$ cat config.mk
export PLATFORM = sky130hd
export DESIGN_NAME = rbtq_ctrl
export DESIGN_NICKNAME = d
export VERILOG_FILES = /design/src/rtl/core/rbtq_pkg.sv /design/src/rtl/core/rbtq_ctrl.sv
export SDC_FILE = /design/constraint.sdc
export NUM_CORES = 1
export LEC_CHECK = 0
export ABC_AREA = 1
export BUFFER_PORTS_ARGS = -buffer_cell sky130_fd_sc_hd__clkbuf_2
export CAP_MARGIN = 15
export CELL_PAD_IN_SITES_DETAIL_PLACEMENT = 1
export CELL_PAD_IN_SITES_GLOBAL_PLACEMENT = 1
export CORE_AREA = 2 2 39 41
export CTS_BUF_LIST = sky130_fd_sc_hd__clkbuf_16
export CTS_CLUSTER_DIAMETER = 60
export DETAILED_ROUTE_END_ITERATION = 6
export DIE_AREA = 0 0 41 43
export PLACE_DENSITY_LB_ADDON = 0.12
export SETUP_SLACK_MARGIN = 0.15
export SLEW_MARGIN = 25
export SYNTH_ARGS = -nofsm -noshare
export SYNTH_HDL_FRONTEND = slang
export SYNTH_SLANG_ARGS = --single-unit
export TNS_END_PERCENT = 5
$ cat constraint.sdc
create_clock -name clock -period 2.74 [get_ports clock]
set_clock_uncertainty 0.2 [all_clocks]
set_input_delay 0.548 -clock clock [delete_from_list [all_inputs] [get_ports clock]]
set_output_delay 0.548 -clock clock [all_outputs]
set_load 0.01 [all_outputs]
$ cat src/rtl/core/rbtq_pkg.sv
`default_nettype none

package rbtq_pkg;

   localparam int unsigned KIND_BITS    = 2;
   localparam int unsigned HANDLE_W     = 16;
   localparam int unsigned RLEVEL_W     = 9;
   localparam int unsigned BLEVEL_W     = 8;
   localparam int unsigned TOTAL_W      = 32;

   typedef enum logic [KIND_BITS-1:0] {
      KIND_PUSH    = 2'd0,
      KIND_POP     = 2'd1,
      KIND_APPEND  = 2'd2,
      KIND_UNBLOCK = 2'd3
   } kind_type;

   typedef struct packed {
      kind_type              kind;
      logic [HANDLE_W-1:0]   task_handle;
   } req_type;

   typedef struct packed {
      logic                  ok;
      logic [HANDLE_W-1:0]   popped_handle;
      logic [RLEVEL_W-1:0]   ready_level;
      logic [BLEVEL_W-1:0]   blocked_level;
      logic [TOTAL_W-1:0]    pushed_total;
   } rsp_type;

   typedef enum logic [2:0] {
      ST_IDLE,
      ST_EXEC,
      ST_POP,
      ST_SEARCH,
      ST_SHIFT,
      ST_DONE
   } ctl_state_type;

   typedef struct packed {
      logic capture;
      logic exec;
      logic pop_load;
      logic search;
      logic shift;
      logic load_rsp;
   } dp_cmd_type;

   typedef struct packed {
      kind_type kind;
      logic     pop_go;
      logic     unb_go;
      logic     search_hit;
      logic     search_miss;
      logic     shift_done;
      logic     out_free;
   } dp_sts_type;

endpackage

`default_nettype wire

$ cat src/rtl/core/rbtq_ctrl.sv
`default_nettype none

module rbtq_ctrl (
   input  wire logic                clock,
   input  wire logic                reset,
   input  wire logic                req_valid,
   output logic                     req_ready,
   input  wire rbtq_pkg::dp_sts_type sts,
   output rbtq_pkg::dp_cmd_type     cmd
);

   rbtq_pkg::ctl_state_type state_ff, state_in;

   always_ff @(posedge clock) begin
      if (reset) begin
         state_ff <= rbtq_pkg::ST_IDLE;
      end else begin
         state_ff <= state_in;
      end
   end

   always_comb begin
      state_in  = state_ff;
      cmd       = '0;
      req_ready = 1'b0;
      unique case (state_ff)
         rbtq_pkg::ST_IDLE: begin
            req_ready = 1'b1;
            if (req_valid) begin
               cmd.capture = 1'b1;
               state_in    = rbtq_pkg::ST_EXEC;
            end
         end
         rbtq_pkg::ST_EXEC: begin
            cmd.exec = 1'b1;
            unique case (sts.kind)
               rbtq_pkg::KIND_POP: begin
                  state_in = sts.pop_go ? rbtq_pkg::ST_POP : rbtq_pkg::ST_DONE;
               end
               rbtq_pkg::KIND_UNBLOCK: begin
                  state_in = sts.unb_go ? rbtq_pkg::ST_SEARCH : rbtq_pkg::ST_DONE;
               end
               default: begin
                  state_in = rbtq_pkg::ST_DONE;
               end
            endcase
         end
         rbtq_pkg::ST_POP: begin
            cmd.pop_load = 1'b1;
            state_in     = rbtq_pkg::ST_DONE;
         end
         rbtq_pkg::ST_SEARCH: begin
            cmd.search = 1'b1;
            if (sts.search_hit) begin
               state_in = rbtq_pkg::ST_SHIFT;
            end else if (sts.search_miss) begin
               state_in = rbtq_pkg::ST_DONE;
            end
         end
         rbtq_pkg::ST_SHIFT: begin
            cmd.shift = 1'b1;
            if (sts.shift_done) begin
               state_in = rbtq_pkg::ST_DONE;
            end
         end
         rbtq_pkg::ST_DONE: begin
            if (sts.out_free) begin
               cmd.load_rsp = 1'b1;
               state_in     = rbtq_pkg::ST_IDLE;
            end
         end
         default: begin
            state_in = rbtq_pkg::ST_IDLE;
         end
      endcase
   end

endmodule

`default_nettype wire

# After elaboration in Yosys (flattened, before gate mapping)
# Cells that the tools add are included.
[op_classes] mux=18 reduce_logical=2 eq_ne=11
[op_table] operator="$mux W3" n=7
[op_table] operator="$pmux W3 S6" n=1
[op_table] operator="$mux W1" n=9
[op_table] operator="$eq A3 B2 Y1 const B" n=2
[op_table] operator="$eq A3 B3 Y1 const B" n=2
[op_table] operator="$ne A2 B2 Y1 const B" n=3
[op_table] operator="$pmux W3 S2" n=1
[op_table] operator="$reduce_and A4 Y1" n=1
[op_table] operator="$eq A3 B1 Y1 const B" n=1
[op_table] operator="$logic_not A3 Y1" n=1
[op_table] operator="$ne A3 B3 Y1 const B" n=1
[op_table] operator="$eq A2 B1 Y1 const B" n=1
[op_table] operator="$eq A2 B2 Y1 const B" n=1
[word_totals] elab_cells=32 ff_bits=3 inputBits=11

# Longest topological paths before layout
[logic_depth] ltp_word=3 depth_mapped=9 mapped_depth_nobuf=9

# Worst setup path after synthesis
# Ideal clock, no wire load.
[synth_timing] kind="register to output" startpoint="reg state_ff[2]" endpoint="out cmd[0] (netlist name)" path_slack_ps=1034 t_arrival_ps=958 required_time_ps=1992 path_stages_with_launch=3 path_cell_list="dfxtp_1 -> inv_2 -> nor4_1"
[synth_rtl] element="start, declared" line="rbtq_ctrl.sv:12" text="rbtq_pkg::ctl_state_type state_ff, state_in;"
[synth_rtl] element="start signal, assigned" line="rbtq_ctrl.sv:16" text="state_ff <= rbtq_pkg::ST_IDLE;"
[synth_rtl] element="start signal, assigned" line="rbtq_ctrl.sv:18" text="state_ff <= state_in;"
[synth_rtl] element="end, declared" line="rbtq_ctrl.sv:9" text="output rbtq_pkg::dp_cmd_type cmd"

==> impl_metrics.ini <==
[route]
postRouteWirelength_um = 913
wire_per_inst_um = 9.41
drc = 0
detail_route.first_pass.iterations = 4
wl_met1_um = 424
route.met2.wl_um = 440
detailroute.wirelength.met3_um = 36
detail-route-antenna-nets = 0
detail_route.iter0.violations = 1
dr.max_layer_used = met4
vias_per_cell = 4.32
dr_total_vias = 419

[critical_path]
timing.critical_path.to_type = primary output
crit_cells = 3
crit_chain = inv_2 > nor4_1 > clkbuf_2
slack_of_the_worst_reg_to_reg_path_ns = 1.36
critical_path.max_stage_delay_ns = 0.47
crit_path_top_delay_cell = dfxtp_1
critical_path.reg2reg.endpoint = state_ff[0]
worstPathMaxFanout = 7
worstRegToRegCells = 7
worstPathRequired_ns = 1.99
crit-reg2reg-launch = state_ff[2]
endpoint = cmd[0]
cp.arrival_ns = 1.29
critical_path_buf_inv_count = 2
worst_setup_path_start_kind = flip-flop
crit_family = flip-flops
worst_setup_path_startpoint = state_ff[2]
worstSetupPathType = reg2out

[final_layout]
finalCoreUtilization_pct = 36.1
most_flop_heavy_register = state_ff
area_growth_pct = 58.3
area_of_combinational_cells_with_multiple_inputs_um2 = 210
leading_cell_type_in_the_layout_fill_and_taps_excluded = nand2_1
max_reg_flops = 3
most-common-layout-cells = 18 x nand2_1, 17 x clkbuf_2, 12 x inv_1, 11 x nor2_1, 4 x nand3_1
register_area_um2 = 60.1
nNetsFinal = 93
final_area_um2 = 499
top_regs = state_ff: 3 flops
insertedDiodeCount = 0
drive_gt1_share_pct = 33.3
filler_cell_count = 193

[power]
vdd.ir_drop.worst_v = 0.000628
power.leakage_uw = 0.000301
power_density_nw_per_um2 = 1130

[global_route]
first_pass_grt_wire_length_um = 1610
first_global_vias = 397
grt_util_all_layers_pct = 13.3
antenna_found_initial = 0
total_grt_overflow = 0
grt_start_max_net_pins = 8

[timing]
max_slew.worst_pin.slew_ns = 0.278
slew_headroom_pct = 81.4
max_freq_ghz = 0.491
min_period_ns = 2.04
setup_violations = 0
fin_setup_tns_ns = 0
grt_setup_unrepaired = no
final_hold_vio_count = 0
drv_slew = 0
hold_slack_ns = 0.320
fin_crit_sh_pct = 74.4

[synthesis]
syn-instance-count = 60
synth_fa_ha_area_share_pct = 0
yosys_warnings = 0
synth.mux.area_fraction_pct = 0
postSynthAreaPerCell_um2 = 5.26
synth_xor_area_share_pct = 0
synth-compound-area-share_pct = 8.73
syn-cell-area_um2 = 315
synth_fp_nets = 71
dominant_combinational_cell_family_by_area_after_synthesis = simple AND/OR/NAND/NOR gates
total_of_flip_flops_plus_latches_after_synthesis = 3
synth_cell_type_count = 15
synth-simple-area-share_pct = 57.9
synth-seq-area-share_pct = 19.0

[status]
run_status = completed

[clock_network]
clock_insertion_delay_worst_skew_ns = 0.22
tritoncts.num_buffers = 3
cts.clk_slew.worst_paths_ns = 0.03
cts_hold_buffers = 0
htreeDepth = 1
clock_tree_from_tritoncts = yes
cts-resized-gates = 0
clock-sinks = 3
postCtsSetupBuffers = 0
root_buffer_cell = clkbuf_16
clk_path_buf_depth = 2

[worst_hold_path]
hold-path-cell-count = 2
hold_removal_path_class = in2reg

[place]
detailed_place.area_um2 = 420
hpwlAfterDp_um = 777
place.gp.congestion = 0.738
placement.io_buffers = 17

[floorplan]
fp.dieW_um = 41
floorplan.initialDensity_pct = 22.8
rows = 14
die_area_um2 = 1760
core_region_area_um2 = 1380
die_height_um = 43
ios = 18

[flow_run]
maxCapViolations = 0
[final cells by class]
type	count	share of cell area, %
tap	16	4.01
sequential	3	12.0
clock buffer	3	15.0
multi-input combinational	45	42.1
inverter	12	9.02
clock inverter	1	0.752
timing repair buffer	17	17.0
[worst reg2reg max path, cell delays in order, from the launching register on]
cell and delay, ns:
dfxtp_1 0.47, inv_2 0.12, nand3_1 0.12, nor2_1 0.05, nor2_1 0.12, nand2_1 0.07
nor2_1 0.08, nor2_1 0.05
[worst min-delay path by stage]
stage	from	to	slack (ns)
finish	reset	state_ff[2]	0.32
global route	reset	state_ff[2]	0.34
CTS	reset	state_ff[2]	0.32
detailed placement	state_ff[0]	state_ff[0]	0.50
global placement	state_ff[0]	state_ff[0]	0.50
floorplan	state_ff[0]	state_ff[0]	0.40
[cell usage after synthesis]
| master | n | area, µm² |
|---|---|---|
| a21oi_1 | 1 | 5.00 |
| dfxtp_1 | 3 | 60.1 |
| inv_1 | 11 | 41.3 |
| nor4_1 | 1 | 6.26 |
| and2_1 | 1 | 6.26 |
| nand2_2 | 1 | 6.26 |
| inv_2 | 1 | 3.75 |
| nor2_1 | 11 | 41.3 |
| nand4_1 | 2 | 12.5 |
| a21oi_2 | 2 | 17.5 |
| nor2_2 | 2 | 12.5 |
| nand3_1 | 4 | 20.0 |
| o21ai_1 | 1 | 5.00 |
| nand2_1 | 18 | 67.6 |
| nand3_2 | 1 | 10.0 |
[power by group]
| group | switching (µW) | internal [µW] |
|---|---|---|
| logic | 155 | 95.8 |
| clock network | 38.9 | 188 |
| registers | 28.0 | 59.8 |
[kinds of logic (layout without fill, tap and decap cells)]
group           count (synthesis)  count (layout)
buf+inv                        12              33
flops                           3               3
simple gates                   41              41
compound gates                  4               4
[routing by layer]
layer / up-vias / global-route usage (%)
li1: 226 / -
met1: 182 / 16.7
met2: 9 / 20.3
met3: 2 / 3.14
met4: 0 / 6.00
met5: - / 0
[metrics by stage]
stage                     setup slack (ns)  instances  total power (µW)
after floorplan                       1.03         60               264
after global placement                1.00         93               346
after detailed placement             0.951         93               345
after CTS                            0.703         97               575
after global routing                 0.644         97               615
final                                0.702         97               566
(Power assumes the default switching activity.)
